### config.mk
export PLATFORM = sky130hd
export DESIGN_NAME = thermal_aware_slot_scheduler_core
export DESIGN_NICKNAME = d
export VERILOG_FILES = /design/src/rtl/tss_pkg.sv /design/src/rtl/tss_cell.sv /design/src/rtl/tss_pick.sv /design/src/rtl/thermal_aware_slot_scheduler_core.sv
export VERILOG_INCLUDE_DIRS = /design/src /design/src/rtl
export SDC_FILE = /design/constraint.sdc
export NUM_CORES = 2
export LEC_CHECK = 0
export BUFFER_PORTS_ARGS = -buffer_cell sky130_fd_sc_hd__buf_2
export CORE_ASPECT_RATIO = 0.5
export CORE_MARGIN = 2
export CORE_UTILIZATION = 30
export DETAILED_ROUTE_END_ITERATION = 6
export HOLD_SLACK_MARGIN = 0.06
export SLEW_MARGIN = 20
export SYNTH_ARGS = -nofsm -noshare
export SYNTH_HDL_FRONTEND = slang
export SYNTH_SLANG_ARGS = --single-unit
export TNS_END_PERCENT = 1
### constraint.sdc
create_clock -name clock -period 17.9 [get_ports clock]
set_clock_uncertainty 0.15 [all_clocks]
set_input_delay 5.37 -clock clock [delete_from_list [all_inputs] [get_ports clock]]
set_output_delay 5.37 -clock clock [all_outputs]
set_load 0.01 [all_outputs]
### src/rtl/thermal_aware_slot_scheduler_core_assert.svh
// ----------------------------------------------------------------------------
// thermal aware slot scheduler assertion macros
// shared checker macros, compiled out when NO_ASSERTIONS is defined
// ----------------------------------------------------------------------------
`ifndef THERMAL_AWARE_SLOT_SCHEDULER_CORE_ASSERT_SVH
`define THERMAL_AWARE_SLOT_SCHEDULER_CORE_ASSERT_SVH

`ifndef NO_ASSERTIONS

// property must hold at every clock edge outside reset
`define TSS_ASSERT(label, prop) \
   label: assert property (@(posedge clock) disable iff (reset) prop) \
      else $error("tss assertion failed");

// condition must never be seen outside reset
`define TSS_NEVER(label, expr) \
   label: assert property (@(posedge clock) disable iff (reset) !(expr)) \
      else $error("tss forbidden condition seen");

`else

`define TSS_ASSERT(label, prop)
`define TSS_NEVER(label, expr)

`endif

`endif

### src/rtl/tss_pkg.sv
// ----------------------------------------------------------------------------
// thermal aware slot scheduler package
// shared widths, codes, types and arithmetic helpers
// ----------------------------------------------------------------------------
package tss_pkg;

   localparam int SLOTS_DEF = 64;
   localparam int SLOT_FW   = 6;
   localparam int ID_W      = 16;
   localparam int HEAT_W    = 7;
   localparam int TEMP_W    = 7;
   localparam int MASK_W    = 64;
   localparam int CSR_IDX_W = 4;

   // request tdata layout
   localparam int REQ_SLOT_LO = 0;
   localparam int REQ_ID_LO   = REQ_SLOT_LO + SLOT_FW;
   localparam int REQ_RUN_LO  = REQ_ID_LO + ID_W;
   localparam int REQ_SLP_LO  = REQ_RUN_LO + MASK_W;
   localparam int REQ_PRI_LO  = REQ_SLP_LO + MASK_W;
   localparam int REQ_BITS    = REQ_PRI_LO + MASK_W;
   localparam int REQ_DATA_W  = ((REQ_BITS + 7) / 8) * 8;

   localparam int RSP_BITS    = 1 + SLOT_FW + 1 + TEMP_W + HEAT_W;
   localparam int RSP_DATA_W  = ((RSP_BITS + 7) / 8) * 8;

   // register indexes
   localparam logic [CSR_IDX_W-1:0] REG_THROTTLE_TEMP   = 4'd0;
   localparam logic [CSR_IDX_W-1:0] REG_HOT_TEMP        = 4'd1;
   localparam logic [CSR_IDX_W-1:0] REG_WARM_TEMP       = 4'd2;
   localparam logic [CSR_IDX_W-1:0] REG_COOL_HEAT_LIMIT = 4'd3;
   localparam logic [CSR_IDX_W-1:0] REG_WARM_HEAT_LIMIT = 4'd4;
   localparam logic [CSR_IDX_W-1:0] REG_HEAT_GAIN       = 4'd5;
   localparam logic [CSR_IDX_W-1:0] REG_HEAT_LOSS       = 4'd6;
   localparam logic [CSR_IDX_W-1:0] REG_HEAT_CEILING    = 4'd7;

   // register reset values
   localparam logic [TEMP_W-1:0] THROTTLE_TEMP_RST   = 7'd90;
   localparam logic [TEMP_W-1:0] HOT_TEMP_RST        = 7'd80;
   localparam logic [TEMP_W-1:0] WARM_TEMP_RST       = 7'd60;
   localparam logic [HEAT_W-1:0] COOL_HEAT_LIMIT_RST = 7'd30;
   localparam logic [HEAT_W-1:0] WARM_HEAT_LIMIT_RST = 7'd60;
   localparam logic [HEAT_W-1:0] HEAT_GAIN_RST       = 7'd10;
   localparam logic [HEAT_W-1:0] HEAT_LOSS_RST       = 7'd2;
   localparam logic [HEAT_W-1:0] HEAT_CEILING_RST    = 7'd100;

   // temperature model
   localparam logic [TEMP_W-1:0] TEMP_RESET      = 7'd25;
   localparam logic [TEMP_W-1:0] TEMP_MIN        = 7'd20;
   localparam logic [TEMP_W-1:0] TEMP_MAX        = 7'd100;
   localparam logic [TEMP_W-1:0] FAST_COOL_ABOVE = 7'd50;
   localparam int                HEAT_STEP_DIV   = 30;

   typedef struct packed {
      logic [HEAT_W-1:0] heat;
      logic [ID_W-1:0]   id;
      logic              run;
      logic              slp;
      logic              pri;
   } cell_type;

   typedef struct packed {
      logic load;
      logic shift;
      logic wr_heat;
      logic wr_id;
   } cell_ctl_type;

   typedef struct packed {
      logic [TEMP_W-1:0] trip_level;
      logic [TEMP_W-1:0] hot_level;
      logic [TEMP_W-1:0] warm_level;
      logic [HEAT_W-1:0] cool_heat_limit;
      logic [HEAT_W-1:0] warm_heat_limit;
      logic [HEAT_W-1:0] heat_gain;
      logic [HEAT_W-1:0] heat_loss;
      logic [HEAT_W-1:0] heat_ceiling;
   } cfg_type;

   typedef struct packed {
      logic               found;
      logic [SLOT_FW-1:0] slot;
      logic [HEAT_W-1:0]  heat;
   } pick_type;

   // last member (chosen_valid) in the lowest bits
   typedef struct packed {
      logic [RSP_DATA_W-RSP_BITS-1:0] pad;
      logic [HEAT_W-1:0]              chosen_heat;
      logic [TEMP_W-1:0]              temperature;
      logic                           throttled;
      logic [SLOT_FW-1:0]             chosen_slot;
      logic                           chosen_valid;
   } rsp_type;

   // heat / 30 for a 7 bit heat, by compares
   function automatic logic [2:0] heat_step(input logic [HEAT_W-1:0] h);
      logic [2:0] s;
      if (h >= HEAT_W'(HEAT_STEP_DIV * 4))      s = 3'd4;
      else if (h >= HEAT_W'(HEAT_STEP_DIV * 3)) s = 3'd3;
      else if (h >= HEAT_W'(HEAT_STEP_DIV * 2)) s = 3'd2;
      else if (h >= HEAT_W'(HEAT_STEP_DIV))     s = 3'd1;
      else                                      s = 3'd0;
      return s;
   endfunction

   // heat or cool, then clamp to the legal range
   function automatic logic [TEMP_W-1:0] temp_next(input logic [TEMP_W-1:0] t,
                                                   input logic [HEAT_W-1:0] h);
      logic [TEMP_W:0] s;
      if (h != '0)
         s = {1'b0, t} + (TEMP_W+1)'(1) + (TEMP_W+1)'(heat_step(h));
      else if (t > FAST_COOL_ABOVE)
         s = {1'b0, t} - (TEMP_W+1)'(2);
      else
         s = {1'b0, t} - (TEMP_W+1)'(1);
      if (s > {1'b0, TEMP_MAX})      s = {1'b0, TEMP_MAX};
      else if (s < {1'b0, TEMP_MIN}) s = {1'b0, TEMP_MIN};
      return s[TEMP_W-1:0];
   endfunction

endpackage

### src/rtl/tss_cell.sv
// ----------------------------------------------------------------------------
// tss slot cell
// holds one slot's heat, id and round mask bits; passes them to its neighbor
// ----------------------------------------------------------------------------
module tss_cell
   import tss_pkg::*;
(
   input  logic              clock,
   input  logic              reset,
   input  cell_ctl_type      ctl,
   input  logic              load_run,
   input  logic              load_slp,
   input  logic              load_pri,
   input  cell_type          nbr_in,
   input  logic [HEAT_W-1:0] wr_heat,
   input  logic [ID_W-1:0]   wr_id,
   output cell_type          q
);

   cell_type cell_ff, cell_in;

   always_comb begin
      cell_in = cell_ff;
      if (ctl.shift) begin
         cell_in = nbr_in;
      end else if (ctl.load) begin
         cell_in.run = load_run;
         cell_in.slp = load_slp;
         cell_in.pri = load_pri;
      end
      if (ctl.wr_heat) cell_in.heat = wr_heat;
      if (ctl.wr_id)   cell_in.id   = wr_id;
   end

   always_ff @(posedge clock) begin
      if (reset) begin
         cell_ff <= '0;
      end else begin
         cell_ff <= cell_in;
      end
   end

   assign q = cell_ff;

endmodule

### src/rtl/tss_pick.sv
// ----------------------------------------------------------------------------
// tss pick unit
// decays the slot at the head of the ring and keeps the three best candidates
// ----------------------------------------------------------------------------
module tss_pick
   import tss_pkg::*;
(
   input  logic               clock,
   input  logic               reset,
   input  logic               clear,
   input  logic               step,
   input  cell_type           head,
   input  logic [SLOT_FW-1:0] head_slot,
   input  cfg_type            cfg,
   input  logic [TEMP_W-1:0]  temp,
   output cell_type           fed,
   output pick_type           pick
);

   logic              hd_gate;
   logic [HEAT_W-1:0] hd_heat;

   // lowest id priority candidate
   logic               pri_found_ff, pri_found_in;
   logic [SLOT_FW-1:0] pri_slot_ff, pri_slot_in;
   logic [ID_W-1:0]    pri_id_ff, pri_id_in;
   logic [HEAT_W-1:0]  pri_heat_ff, pri_heat_in;
   // coolest candidate
   logic               cool_found_ff, cool_found_in;
   logic [SLOT_FW-1:0] cool_slot_ff, cool_slot_in;
   logic [HEAT_W-1:0]  cool_heat_ff, cool_heat_in;
   // first runnable
   logic               first_found_ff, first_found_in;
   logic [SLOT_FW-1:0] first_slot_ff, first_slot_in;
   logic [HEAT_W-1:0]  first_heat_ff, first_heat_in;

   // decay with floor at zero
   always_comb begin
      hd_heat = head.heat;
      if (head.run || head.slp) begin
         hd_heat = (head.heat > cfg.heat_loss) ? head.heat - cfg.heat_loss : '0;
      end
      hd_gate = !((temp >= cfg.hot_level) && (hd_heat >= cfg.cool_heat_limit)) &&
                !((temp >= cfg.warm_level) && (hd_heat >= cfg.warm_heat_limit));
      fed      = head;
      fed.heat = hd_heat;
   end

   always_comb begin
      pri_found_in   = pri_found_ff;
      pri_slot_in    = pri_slot_ff;
      pri_id_in      = pri_id_ff;
      pri_heat_in    = pri_heat_ff;
      cool_found_in  = cool_found_ff;
      cool_slot_in   = cool_slot_ff;
      cool_heat_in   = cool_heat_ff;
      first_found_in = first_found_ff;
      first_slot_in  = first_slot_ff;
      first_heat_in  = first_heat_ff;
      if (clear) begin
         pri_found_in   = 1'b0;
         cool_found_in  = 1'b0;
         first_found_in = 1'b0;
      end else if (step) begin
         if (head.run && head.pri && hd_gate && (!pri_found_ff || head.id < pri_id_ff)) begin
            pri_found_in = 1'b1;
            pri_slot_in  = head_slot;
            pri_id_in    = head.id;
            pri_heat_in  = hd_heat;
         end
         if (head.run && hd_gate && (!cool_found_ff || hd_heat < cool_heat_ff)) begin
            cool_found_in = 1'b1;
            cool_slot_in  = head_slot;
            cool_heat_in  = hd_heat;
         end
         if (head.run && !first_found_ff) begin
            first_found_in = 1'b1;
            first_slot_in  = head_slot;
            first_heat_in  = hd_heat;
         end
      end
   end

   always_ff @(posedge clock) begin
      if (reset) begin
         pri_found_ff   <= 1'b0;
         cool_found_ff  <= 1'b0;
         first_found_ff <= 1'b0;
      end else begin
         pri_found_ff   <= pri_found_in;
         cool_found_ff  <= cool_found_in;
         first_found_ff <= first_found_in;
      end
   end

   always_ff @(posedge clock) begin
      pri_slot_ff   <= pri_slot_in;
      pri_id_ff     <= pri_id_in;
      pri_heat_ff   <= pri_heat_in;
      cool_slot_ff  <= cool_slot_in;
      cool_heat_ff  <= cool_heat_in;
      first_slot_ff <= first_slot_in;
      first_heat_ff <= first_heat_in;
   end

   always_comb begin
      priority if (pri_found_ff) begin
         pick = '{found: 1'b1, slot: pri_slot_ff, heat: pri_heat_ff};
      end else if (cool_found_ff) begin
         pick = '{found: 1'b1, slot: cool_slot_ff, heat: cool_heat_ff};
      end else begin
         pick = '{found: first_found_ff, slot: first_slot_ff, heat: first_heat_ff};
      end
   end

endmodule

### src/rtl/thermal_aware_slot_scheduler_core.sv
// ----------------------------------------------------------------------------
// thermal aware slot scheduler core
// picks a task slot per scheduling round under a modeled cpu temperature
// ----------------------------------------------------------------------------
// Each slot's heat and task id live in a ring of SLOTS cells. An allocate
// transfer (req_tuser = 1) writes the slot's id and clears its heat in the
// DONE state, which commits once the output register is free. A round
// transfer (req_tuser = 0)
// loads the three masks into the cells, then the ring rotates once, so every
// slot passes the single pick unit at cell 0, which applies the heat decay,
// the thermal gate and the three candidate compares. A round therefore loads
// the masks, rotates all SLOTS cells past the pick unit, and then commits
// the chosen slot's heat and the new temperature.
// One item is worked on at a time; the response sits in an output register,
// so a new item is accepted while the previous response still waits.
// Configuration writes are taken every cycle (csr_ready is tied high);
// indexes beyond the register list are ignored. No clearing pass after reset.
// ----------------------------------------------------------------------------
`include "thermal_aware_slot_scheduler_core_assert.svh"

module thermal_aware_slot_scheduler_core
   import tss_pkg::*;
#(
   parameter int SLOTS = SLOTS_DEF   // 2 .. 64
) (
   input  logic                  clock,
   input  logic                  reset,
   // request stream
   input  logic                  req_tvalid,
   output logic                  req_tready,
   // slot, task_id, runnable_mask, sleeping_mask, priority_mask, zero pad
   input  logic [REQ_DATA_W-1:0] req_tdata,
   // mode
   input  logic                  req_tuser,
   // response stream
   output logic                  rsp_tvalid,
   input  logic                  rsp_tready,
   // chosen_valid, chosen_slot, throttled, temperature, chosen_heat, zero pad
   output logic [RSP_DATA_W-1:0] rsp_tdata,
   // register write channel
   input  logic                  csr_valid,
   output logic                  csr_ready,
   input  logic [CSR_IDX_W-1:0]  csr_index,
   input  logic [HEAT_W-1:0]     csr_data
);

   localparam int CNT_W = $clog2(SLOTS);

   localparam logic [1:0] ST_IDLE = 2'd0;
   localparam logic [1:0] ST_SCAN = 2'd1;
   localparam logic [1:0] ST_DONE = 2'd2;

   logic [1:0]         state_ff, state_in;
   logic [CNT_W-1:0]   cnt_ff, cnt_in;
   logic               mode_ff;
   logic [SLOT_FW-1:0] slot_ff;
   logic [ID_W-1:0]    id_ff;
   logic [TEMP_W-1:0]  temp_ff, temp_in;
   cfg_type            cfg_ff, cfg_in;
   logic               rsp_valid_ff, rsp_valid_in;
   rsp_type            rsp_data_ff, rsp_data_in;

   logic               req_xfer;
   logic               out_free;
   logic               commit;
   logic               scan_last;
   logic               round_pick;
   logic [HEAT_W:0]    gain_sum;
   logic [HEAT_W-1:0]  cmt_heat;

   logic [MASK_W-1:0]  run_mask, slp_mask, pri_mask;

   cell_type           cells [SLOTS];
   cell_type           fed;
   pick_type           pick;

   // request field unpacking
   assign run_mask = req_tdata[REQ_RUN_LO +: MASK_W];
   assign slp_mask = req_tdata[REQ_SLP_LO +: MASK_W];
   assign pri_mask = req_tdata[REQ_PRI_LO +: MASK_W];

   assign req_tready = (state_ff == ST_IDLE);
   assign req_xfer   = req_tvalid && req_tready;
   assign out_free   = !rsp_valid_ff || rsp_tready;
   assign commit     = (state_ff == ST_DONE) && out_free;
   assign scan_last  = (cnt_ff == CNT_W'(SLOTS - 1));

   // a round that is not throttled and found a runnable slot
   assign round_pick = !mode_ff && (temp_ff < cfg_ff.trip_level) && pick.found;

   // chosen slot gains heat, saturating at the ceiling
   always_comb begin
      gain_sum = {1'b0, pick.heat} + {1'b0, cfg_ff.heat_gain};
      if (gain_sum > {1'b0, cfg_ff.heat_ceiling}) cmt_heat = cfg_ff.heat_ceiling;
      else                                        cmt_heat = gain_sum[HEAT_W-1:0];
      if (mode_ff) cmt_heat = '0;   // allocate clears the slot's heat
   end

   // ring of slot cells; cell 0 feeds the pick unit, which feeds the tail
   for (genvar i = 0; i < SLOTS; i++) begin : g_cell
      cell_ctl_type ctl;
      cell_type     nbr;
      logic         hit;

      assign hit         = (slot_ff == SLOT_FW'(i)) && mode_ff;
      assign ctl.load    = req_xfer && !req_tuser;
      assign ctl.shift   = (state_ff == ST_SCAN);
      assign ctl.wr_heat = commit && (hit || (round_pick && pick.slot == SLOT_FW'(i)));
      assign ctl.wr_id   = commit && hit;

      if (i == SLOTS - 1) begin : g_tail
         assign nbr = fed;
      end else begin : g_body
         assign nbr = cells[i+1];
      end

      tss_cell u_cell (
         .clock    (clock),
         .reset    (reset),
         .ctl      (ctl),
         .load_run (run_mask[i]),
         .load_slp (slp_mask[i]),
         .load_pri (pri_mask[i]),
         .nbr_in   (nbr),
         .wr_heat  (cmt_heat),
         .wr_id    (id_ff),
         .q        (cells[i])
      );
   end

   tss_pick u_pick (
      .clock     (clock),
      .reset     (reset),
      .clear     (req_xfer),
      .step      (state_ff == ST_SCAN),
      .head      (cells[0]),
      .head_slot (SLOT_FW'(cnt_ff)),
      .cfg       (cfg_ff),
      .temp      (temp_ff),
      .fed       (fed),
      .pick      (pick)
   );

   // control sequence
   always_comb begin
      state_in = state_ff;
      cnt_in   = cnt_ff;
      unique case (state_ff)
         ST_IDLE: begin
            if (req_xfer) begin
               cnt_in   = '0;
               state_in = req_tuser ? ST_DONE : ST_SCAN;
            end
         end
         ST_SCAN: begin
            cnt_in = cnt_ff + CNT_W'(1);
            if (scan_last) state_in = ST_DONE;
         end
         ST_DONE: begin
            if (out_free) state_in = ST_IDLE;
         end
         default: begin
            state_in = ST_IDLE;
         end
      endcase
   end

   // temperature and response at commit
   always_comb begin
      temp_in      = temp_ff;
      rsp_data_in  = rsp_data_ff;
      rsp_valid_in = rsp_valid_ff && !rsp_tready;
      if (commit) begin
         rsp_valid_in             = 1'b1;
         rsp_data_in              = '0;
         rsp_data_in.temperature  = temp_ff;
         if (!mode_ff) begin
            if (temp_ff >= cfg_ff.trip_level) begin
               temp_in               = temp_next(temp_ff, '0);
               rsp_data_in.throttled = 1'b1;
            end else if (pick.found) begin
               temp_in                  = temp_next(temp_ff, cmt_heat);
               rsp_data_in.chosen_valid = 1'b1;
               rsp_data_in.chosen_slot  = pick.slot;
               rsp_data_in.chosen_heat  = cmt_heat;
            end else begin
               temp_in = temp_next(temp_ff, '0);
            end
            rsp_data_in.temperature = temp_in;
         end
      end
   end

   // register writes
   always_comb begin
      cfg_in = cfg_ff;
      if (csr_valid) begin
         unique case (csr_index)
            REG_THROTTLE_TEMP:   cfg_in.trip_level      = csr_data;
            REG_HOT_TEMP:        cfg_in.hot_level       = csr_data;
            REG_WARM_TEMP:       cfg_in.warm_level      = csr_data;
            REG_COOL_HEAT_LIMIT: cfg_in.cool_heat_limit = csr_data;
            REG_WARM_HEAT_LIMIT: cfg_in.warm_heat_limit = csr_data;
            REG_HEAT_GAIN:       cfg_in.heat_gain       = csr_data;
            REG_HEAT_LOSS:       cfg_in.heat_loss       = csr_data;
            REG_HEAT_CEILING:    cfg_in.heat_ceiling    = csr_data;
            default: begin
               cfg_in = cfg_ff;   // index beyond the list is dropped
            end
         endcase
      end
   end

   assign csr_ready = 1'b1;

   always_ff @(posedge clock) begin
      if (reset) begin
         state_ff     <= ST_IDLE;
         cnt_ff       <= '0;
         temp_ff      <= TEMP_RESET;
         rsp_valid_ff <= 1'b0;
         cfg_ff       <= '{trip_level:      THROTTLE_TEMP_RST,
                           hot_level:       HOT_TEMP_RST,
                           warm_level:      WARM_TEMP_RST,
                           cool_heat_limit: COOL_HEAT_LIMIT_RST,
                           warm_heat_limit: WARM_HEAT_LIMIT_RST,
                           heat_gain:       HEAT_GAIN_RST,
                           heat_loss:       HEAT_LOSS_RST,
                           heat_ceiling:    HEAT_CEILING_RST};
      end else begin
         state_ff     <= state_in;
         cnt_ff       <= cnt_in;
         temp_ff      <= temp_in;
         rsp_valid_ff <= rsp_valid_in;
         cfg_ff       <= cfg_in;
      end
   end

   // request payload capture, no reset needed
   always_ff @(posedge clock) begin
      if (req_xfer) begin
         mode_ff <= req_tuser;
         slot_ff <= req_tdata[REQ_SLOT_LO +: SLOT_FW];
         id_ff   <= req_tdata[REQ_ID_LO +: ID_W];
      end
      rsp_data_ff <= rsp_data_in;
   end

   assign rsp_tvalid = rsp_valid_ff;
   assign rsp_tdata  = rsp_data_ff;

   // checks
   `TSS_ASSERT(a_temp_range, (temp_ff >= TEMP_MIN) && (temp_ff <= TEMP_MAX))
   `TSS_NEVER(a_throttle_no_pick, rsp_valid_ff && rsp_data_ff.throttled && rsp_data_ff.chosen_valid)
   `TSS_ASSERT(a_scan_runs, ((state_ff == ST_SCAN) && !scan_last) |=> (state_ff == ST_SCAN))
   `TSS_ASSERT(a_scan_ends, ((state_ff == ST_SCAN) && scan_last) |=> (state_ff == ST_DONE))
   `TSS_NEVER(a_pick_range, commit && round_pick && (pick.slot > SLOT_FW'(SLOTS - 1)))

endmodule
Yosys cells after proc, flatten, opt, wreduce, memory -nomap -nowiden --
Index checks and enable logic that the tools add are counted.
Cells by class: add/sub/neg operators 7, $lt $le $gt $ge 21, equality and inequality tests 139, multiplexer cells 368, bitwise gates (word level) 3, reduce and logical (&&, ||, !) cells 503
Operators with widths (number):
- two-way mux 23 bit | 64
- two-way mux 16 bit | 64
- two-way mux 7 bit | 78
- two-way mux 3 bit | 134
- equality test 6 bit, second input constant | 65
- logical AND 1 bit | 271
- nonzero test 2 bit | 130
- equality test 6 x 5 -> 1 bit, second input constant | 32
- two-way mux 8 bit | 13
- equality test 6 x 4 -> 1 bit, second input constant | 16
- logical OR 1 bit | 68
- equality test 6 x 3 -> 1 bit, second input constant | 8
- >= comparator 7 bit | 5
- two-way mux 14 bit | 2
- AND reduction 2 bit | 13
- equality test 6 x 2 -> 1 bit, second input constant | 4
- greater-than comparator 8 x 7 -> 1 bit, second input constant | 3
- less-than comparator 8 x 5 -> 1 bit, second input constant | 3
- equality test 4 x 3 -> 1 bit, second input constant | 4
- less-than comparator 16 bit | 1
- two-way mux 15 bit | 1
- >= comparator 7 bit, second input constant | 2
- less-than comparator 7 bit | 2
- equality test 6 x 1 -> 1 bit, second input constant | 2
- 32 further kinds | 56
Word-level totals: register bits after elaboration 1839, bits of input ports 233, output and inout port bits 27, word-level logic and storage cells 1391

Depth between registers and ports, before layout --
depth in word-level cells 28, depth in mapped cells 36, depth with buffers taken out 30

Cells and area by module --
From an unflattened synthesis, not the netlist that was laid out.
Unflattened totals: cells, all modules 8553, area, all modules 89477.1 sq um
By module, submodules not included:
- tss_cell | times used 64, cells an instance 115, area an instance 1227.4 sq um, seq. area each 520.5 sq um
- thermal_aware_slot_scheduler_core | times used 1, cells an instance 839, area an instance 7096.8 sq um, seq. area each 2792.7 sq um
- tss_pick | times used 1, cells an instance 354, area an instance 3824.9 sq um, seq. area each 1711.6 sq um

Worst setup path before layout --
OpenSTA, ideal clock, no wires.
path kind input-to-reg, start point input rsp_tready, end point register g_cell[0].u_cell.cell_ff (netlist bit g_cell[0].u_cell.q[20]), library setup time 0.103 ns, arrival 7.835 ns, required time 17.647 ns, slack 9.811 ns, stages 10, buffers on the path 1, path through nor2b_2 > nor2_2 > nand2_1 > nor3_2 > clkbuf_1 > nand2_1 > o31ai_4 > or2b_2 > nor2_1 > a2111oi_2
Between the ends: word-level cells in the longest chain between the ends 4, elaborated cells between the ends (all ways) 5, classes of those cells mux (1); reduce/logical (4)
Ends and longest elaborated chain:
- start, declared | line thermal_aware_slot_scheduler_core.sv:37 | input logic rsp_tready,
- logical OR 1 bit (*) | line thermal_aware_slot_scheduler_core.sv:84 | assign out_free = !rsp_valid_ff || rsp_tready;
- logical AND 1 bit (*) | line thermal_aware_slot_scheduler_core.sv:85 | assign commit = (state_ff == ST_DONE) && out_free;
- via commit | line thermal_aware_slot_scheduler_core.sv:65 | logic commit;
- logical AND 1 bit (*) | line thermal_aware_slot_scheduler_core.sv:108 | assign ctl.wr_heat = commit && (hit || (round_pick && pick.slot == SLOT_FW'(i)));
- two-way mux 7 bit or nonzero test 2 bit (tied branches)
- end signal, assigned | line tss_cell.sv:39 | cell_ff <= cell_in;
- end, declared | line tss_cell.sv:20 | cell_type cell_ff, cell_in;
The timed path passes the listed nets; every way through them passes the cells marked *. A chain may end at the register's enable or synchronous reset.

Worst setup path after layout --
start point input rsp_tready, end point register g_cell[27].u_cell.cell_ff (netlist bit g_cell[27].u_cell.q[23])
Between the ends: word-level cells in the longest chain between the ends 4, elaborated cells between the ends (all ways) 5, classes of those cells mux (1); reduce/logical (4)
Ends and longest elaborated chain (line):
- logical OR 1 bit (*) | thermal_aware_slot_scheduler_core.sv:84
- logical AND 1 bit (*) | thermal_aware_slot_scheduler_core.sv:85
- via commit | thermal_aware_slot_scheduler_core.sv:65
- logical AND 1 bit (*) | thermal_aware_slot_scheduler_core.sv:108
- two-way mux 7 bit or nonzero test 2 bit (tied branches)
- end signal, assigned | tss_cell.sv:39
- end, declared | tss_cell.sv:20
Marks and branches as above.

==> flow_summary.json <==
{
  "status": "complete, but fails checks",
  "violations": "DRC",
  "crit_slowest_cell": "nor2_2",
  "crit_type": "primary input to flip-flop",
  "drive_gt1_frac": 0.101,
  "first_global_vias": 64700,
  "report.final.setup_viol": 0,
  "synth_area_leader_cell": "dfxtp_1",
  "cp-start-kind": "primary input",
  "hpwl_um": 157000,
  "grt_pass1_wl_um": 388000,
  "post-route-period-util": 0.472,
  "cts_made_buffers": 188,
  "fmax_ghz": 0.118,
  "synth_area_leaders": "dfxtp_1 44%, nand2_1 9.2%, nor2_1 8.8%",
  "synth_edf_count": 100,
  "die_area_um2": 270000,
  "p_per_area_nw_per_um2": 104,
  "ir_drop_mv": 0.0680,
  "path_clk_slew_ns": 0.06,
  "final_max_slew_viol_count": 0,
  "root_buffer": "clkbuf_16",
  "syn-cell-area_um2": 79600,
  "p_leak_nw": 30.4,
  "max_slew_margin": 0.106,
  "wire_per_inst_um": 19.6,
  "place_area_um2": 83100,
  "grt_max_degree": 235,
  "grt_overflow": 0,
  "power_frac_seq": 0.473,
  "die_w_um": 733,
  "postCtsSetupBuffers": 0,
  "finalHoldViolCount": 0,
  "dr_wl_met2_um": 110000,
  "path_cells": "buf_2 > nor2b_2 > nor2_2 > buf_4 > nand2_1 > nor2_1 > nand2_1 > nor2_2 > buf_4 > nor2_2 > nand2_1 > nor2_1 > a2111oi_0",
  "rows": 133,
  "wl_met3_um": 17800,
  "yosysSeqAreaShare": 0.475,
  "grt_antenna_before_repair": 41,
  "hold_buffers": 0,
  "fin_area_um2": 89300,
  "vias_per_cell": 5.38,
  "top_layer_used": "met5",
  "min_path_type": "flip-flop to flip-flop",
  "yosys_warnings": 0,
  "synthArstFlopShare": 0,
  "p_clk_frac": 0.432,
  "clock_latency_ns": 0.86,
  "cp_slowest_stage_delay_ns": 0.87,
  "cts_tree": "done",
  "cp-end-kind": "flip-flop",
  "worstPathMaxFanout": 25,
  "grtUsageTotal": 0.178,
  "vias": 69000,
  "cp.required_ns": 18.39,
  "core_area_um2": 263000,
  "die_y_um": 368,
  "synth.avg_cell_area_um2": 8.42,
  "drv_cap": 0,
  "tns_ns": 0,
  "min_period_ns": 8.45,
  "clockBufferDepth": 4,
  "fillers": 27200,
  "path_buf_inv": 3,
  "cts_max_level": 4,
  "nNetsFinal": 9486,
  "internal_power_mw": 6.82,
  "power_switching_mw": 2.42,
  "cts_resized": 0,
  "drc": 2,
  "clock_sinks": 1839,
  "initial_core_util": 0.302,
  "cp_top_family": "simple AND/OR/NAND/NOR gates",
  "port_buffers": 254,
  "rsz0062_at_grt": "no",
  "gp_congestion": 0.871,
  "area_growth_pct": 12.2,
  "synthDistinctLibCells": 81,
  "drt-pass1-iter-count": 7,
  "synthDominantCellAreaShare": 0.437,
  "ios": 260,
  "first_iter_violations": 6704,
  "ant_nets": 0,
  "synth-seq-cells": 1839,
  "arrival_ns": 8.95,
  "worst_pin_slew_ns": 1.34,
  "swShare": 0.262,
  "drt-total-wl_um": 251000,
  "synth_ff_type": "dfxtp_1",
  "synth_common_cells": "1955 x nand2_1, 1877 x nor2_1, 1739 x dfxtp_1",
  "combPwrFrac": 0.095,
  "syn_inst": 9462,
  "yosysMostFrequentCell": "nand2_1",
  "m1WireLength_um": 116000
}
-- placed cells by master (no fill, tap or decap), types with 28 or more instances in the layout --
cell type  netlist  routed
a2111oi_0      219     219
a2111oi_2      126     126
a211oi_1       202     202
a21o_1          34      34
a21oi_1        394     394
a22oi_1        289     289
a311oi_1       737     737
buf_2           40     253
buf_4            6     121
clkbuf_1       736      42
clkbuf_16        0     192
clkbuf_8         0      39
clkinv_2         0      31
dfxtp_1       1739    1739
edfxtp_1       100     100
ha_1            85      85
inv_1           89      89
mux2i_1        260     258
nand2_1       1955    1950
nand3_1         28      28
nor2_1        1877    1874
nor3_1          34      34
o21ai_0         51      50
o221a_2         40      40
o221ai_1        59      59
-- flip-flops by register name, summed over array words and instances (netlist names), 2 cells and up --
register,flops
u_pick.pri_slot_ff,6
g_cell.u_cell.q,1664
u_pick.cool_heat_ff,7
u_pick.cool_slot_ff,6
id_ff,16
rsp_tdata,22
u_pick.pri_id_ff,16
cnt_ff,6
cfg_ff,56
u_pick.first_slot_ff,6
state_ff,2
u_pick.first_heat_ff,7
temp_ff,7
slot_ff,6
u_pick.pri_heat_ff,7
-- cell type report --
| type | count | area, µm² | area share |
|---|---|---|---|
| Inverter | 90 | 338 | 0.00378 |
| Sequential cell | 1839 | 37800 | 0.423 |
| Tap cell | 3510 | 4390 | 0.0492 |
| Antenna cell | 10 | 25.0 | 0.000280 |
| Clock inverter | 55 | 606 | 0.00678 |
| Timing Repair Buffer | 389 | 2460 | 0.0276 |
| Clock buffer | 273 | 5500 | 0.0616 |
| Multi-Input combinational cell | 6657 | 38200 | 0.427 |
-- metal layers --
layer	vias up	global-route usage
met2	2111	0.277
met3	413	0.0322
li1	33100	-
met1	33300	0.251
met5	-	0
met4	64	0.0501
-- path summary, 6_finish.rpt --
check	slack, ns	cells past startpoint	endpoint	startpoint
hold / removal	0.30	2	g_cell[28].u_cell.q[1]	g_cell[29].u_cell.q[1]
setup / recovery	9.45	13	g_cell[27].u_cell.q[23]	rsp_tready
setup reg to reg	9.83	30	rsp_tdata[10]	u_pick.cool_found_ff
hold reg to reg	0.30	2	g_cell[28].u_cell.q[1]	g_cell[29].u_cell.q[1]
-- power by group through the flow --
stage | clock [mW] | sequential [mW] | combinational, mW
final | 4.00 | 4.37 | 0.875
after global routing | 4.23 | 4.39 | 0.958
after CTS | 4.06 | 4.37 | 0.872
after detailed placement | 0 | 4.46 | 0.869
after global placement | 0 | 4.46 | 0.859
after floorplan | 0 | 4.42 | 0.613
-- cell families (layout without fill, tap and decap cells) --
kind of cell             count (synthesis)  after routing  synth area share
adder cells (fa/ha/maj)                 88             88            0.0141
multiplexers                           265            265            0.0334
AND/OR/NAND/NOR                       4018           4018             0.196
flip-flops                            1839           1839             0.475
other                                    2             13         0.0000943
buffers and inverters                  967            807            0.0468
AO/OA/AOI/OAI                         2268           2268             0.233
XOR/XNOR                                15             15           0.00165
-- metrics by stage --
stage / setup slack, ns / util / cells / power (mW) / hold WS [ns]
final: 9.45 / 0.339 / 12800 / 9.25 / 0.295
after detailed placement: 8.65 / 0.316 / 12500 / 5.33 / 0.297
after global placement: 8.58 / 0.316 / 12500 / 5.32 / 0.294
after global routing: 9.22 / 0.339 / 12800 / 9.57 / 0.317
after floorplan: 9.81 / - / 9463 / 5.04 / 0.287
after CTS: 9.53 / 0.339 / 12800 / 9.31 / 0.296
-- worst min-delay path, cell delays in order, from the launching register on --
cell and delay, ns:
dfxtp_1 0.31, nor2_1 0.10, a211oi_1 0.05
No activity file was read; power rests on OpenSTA's default activity.
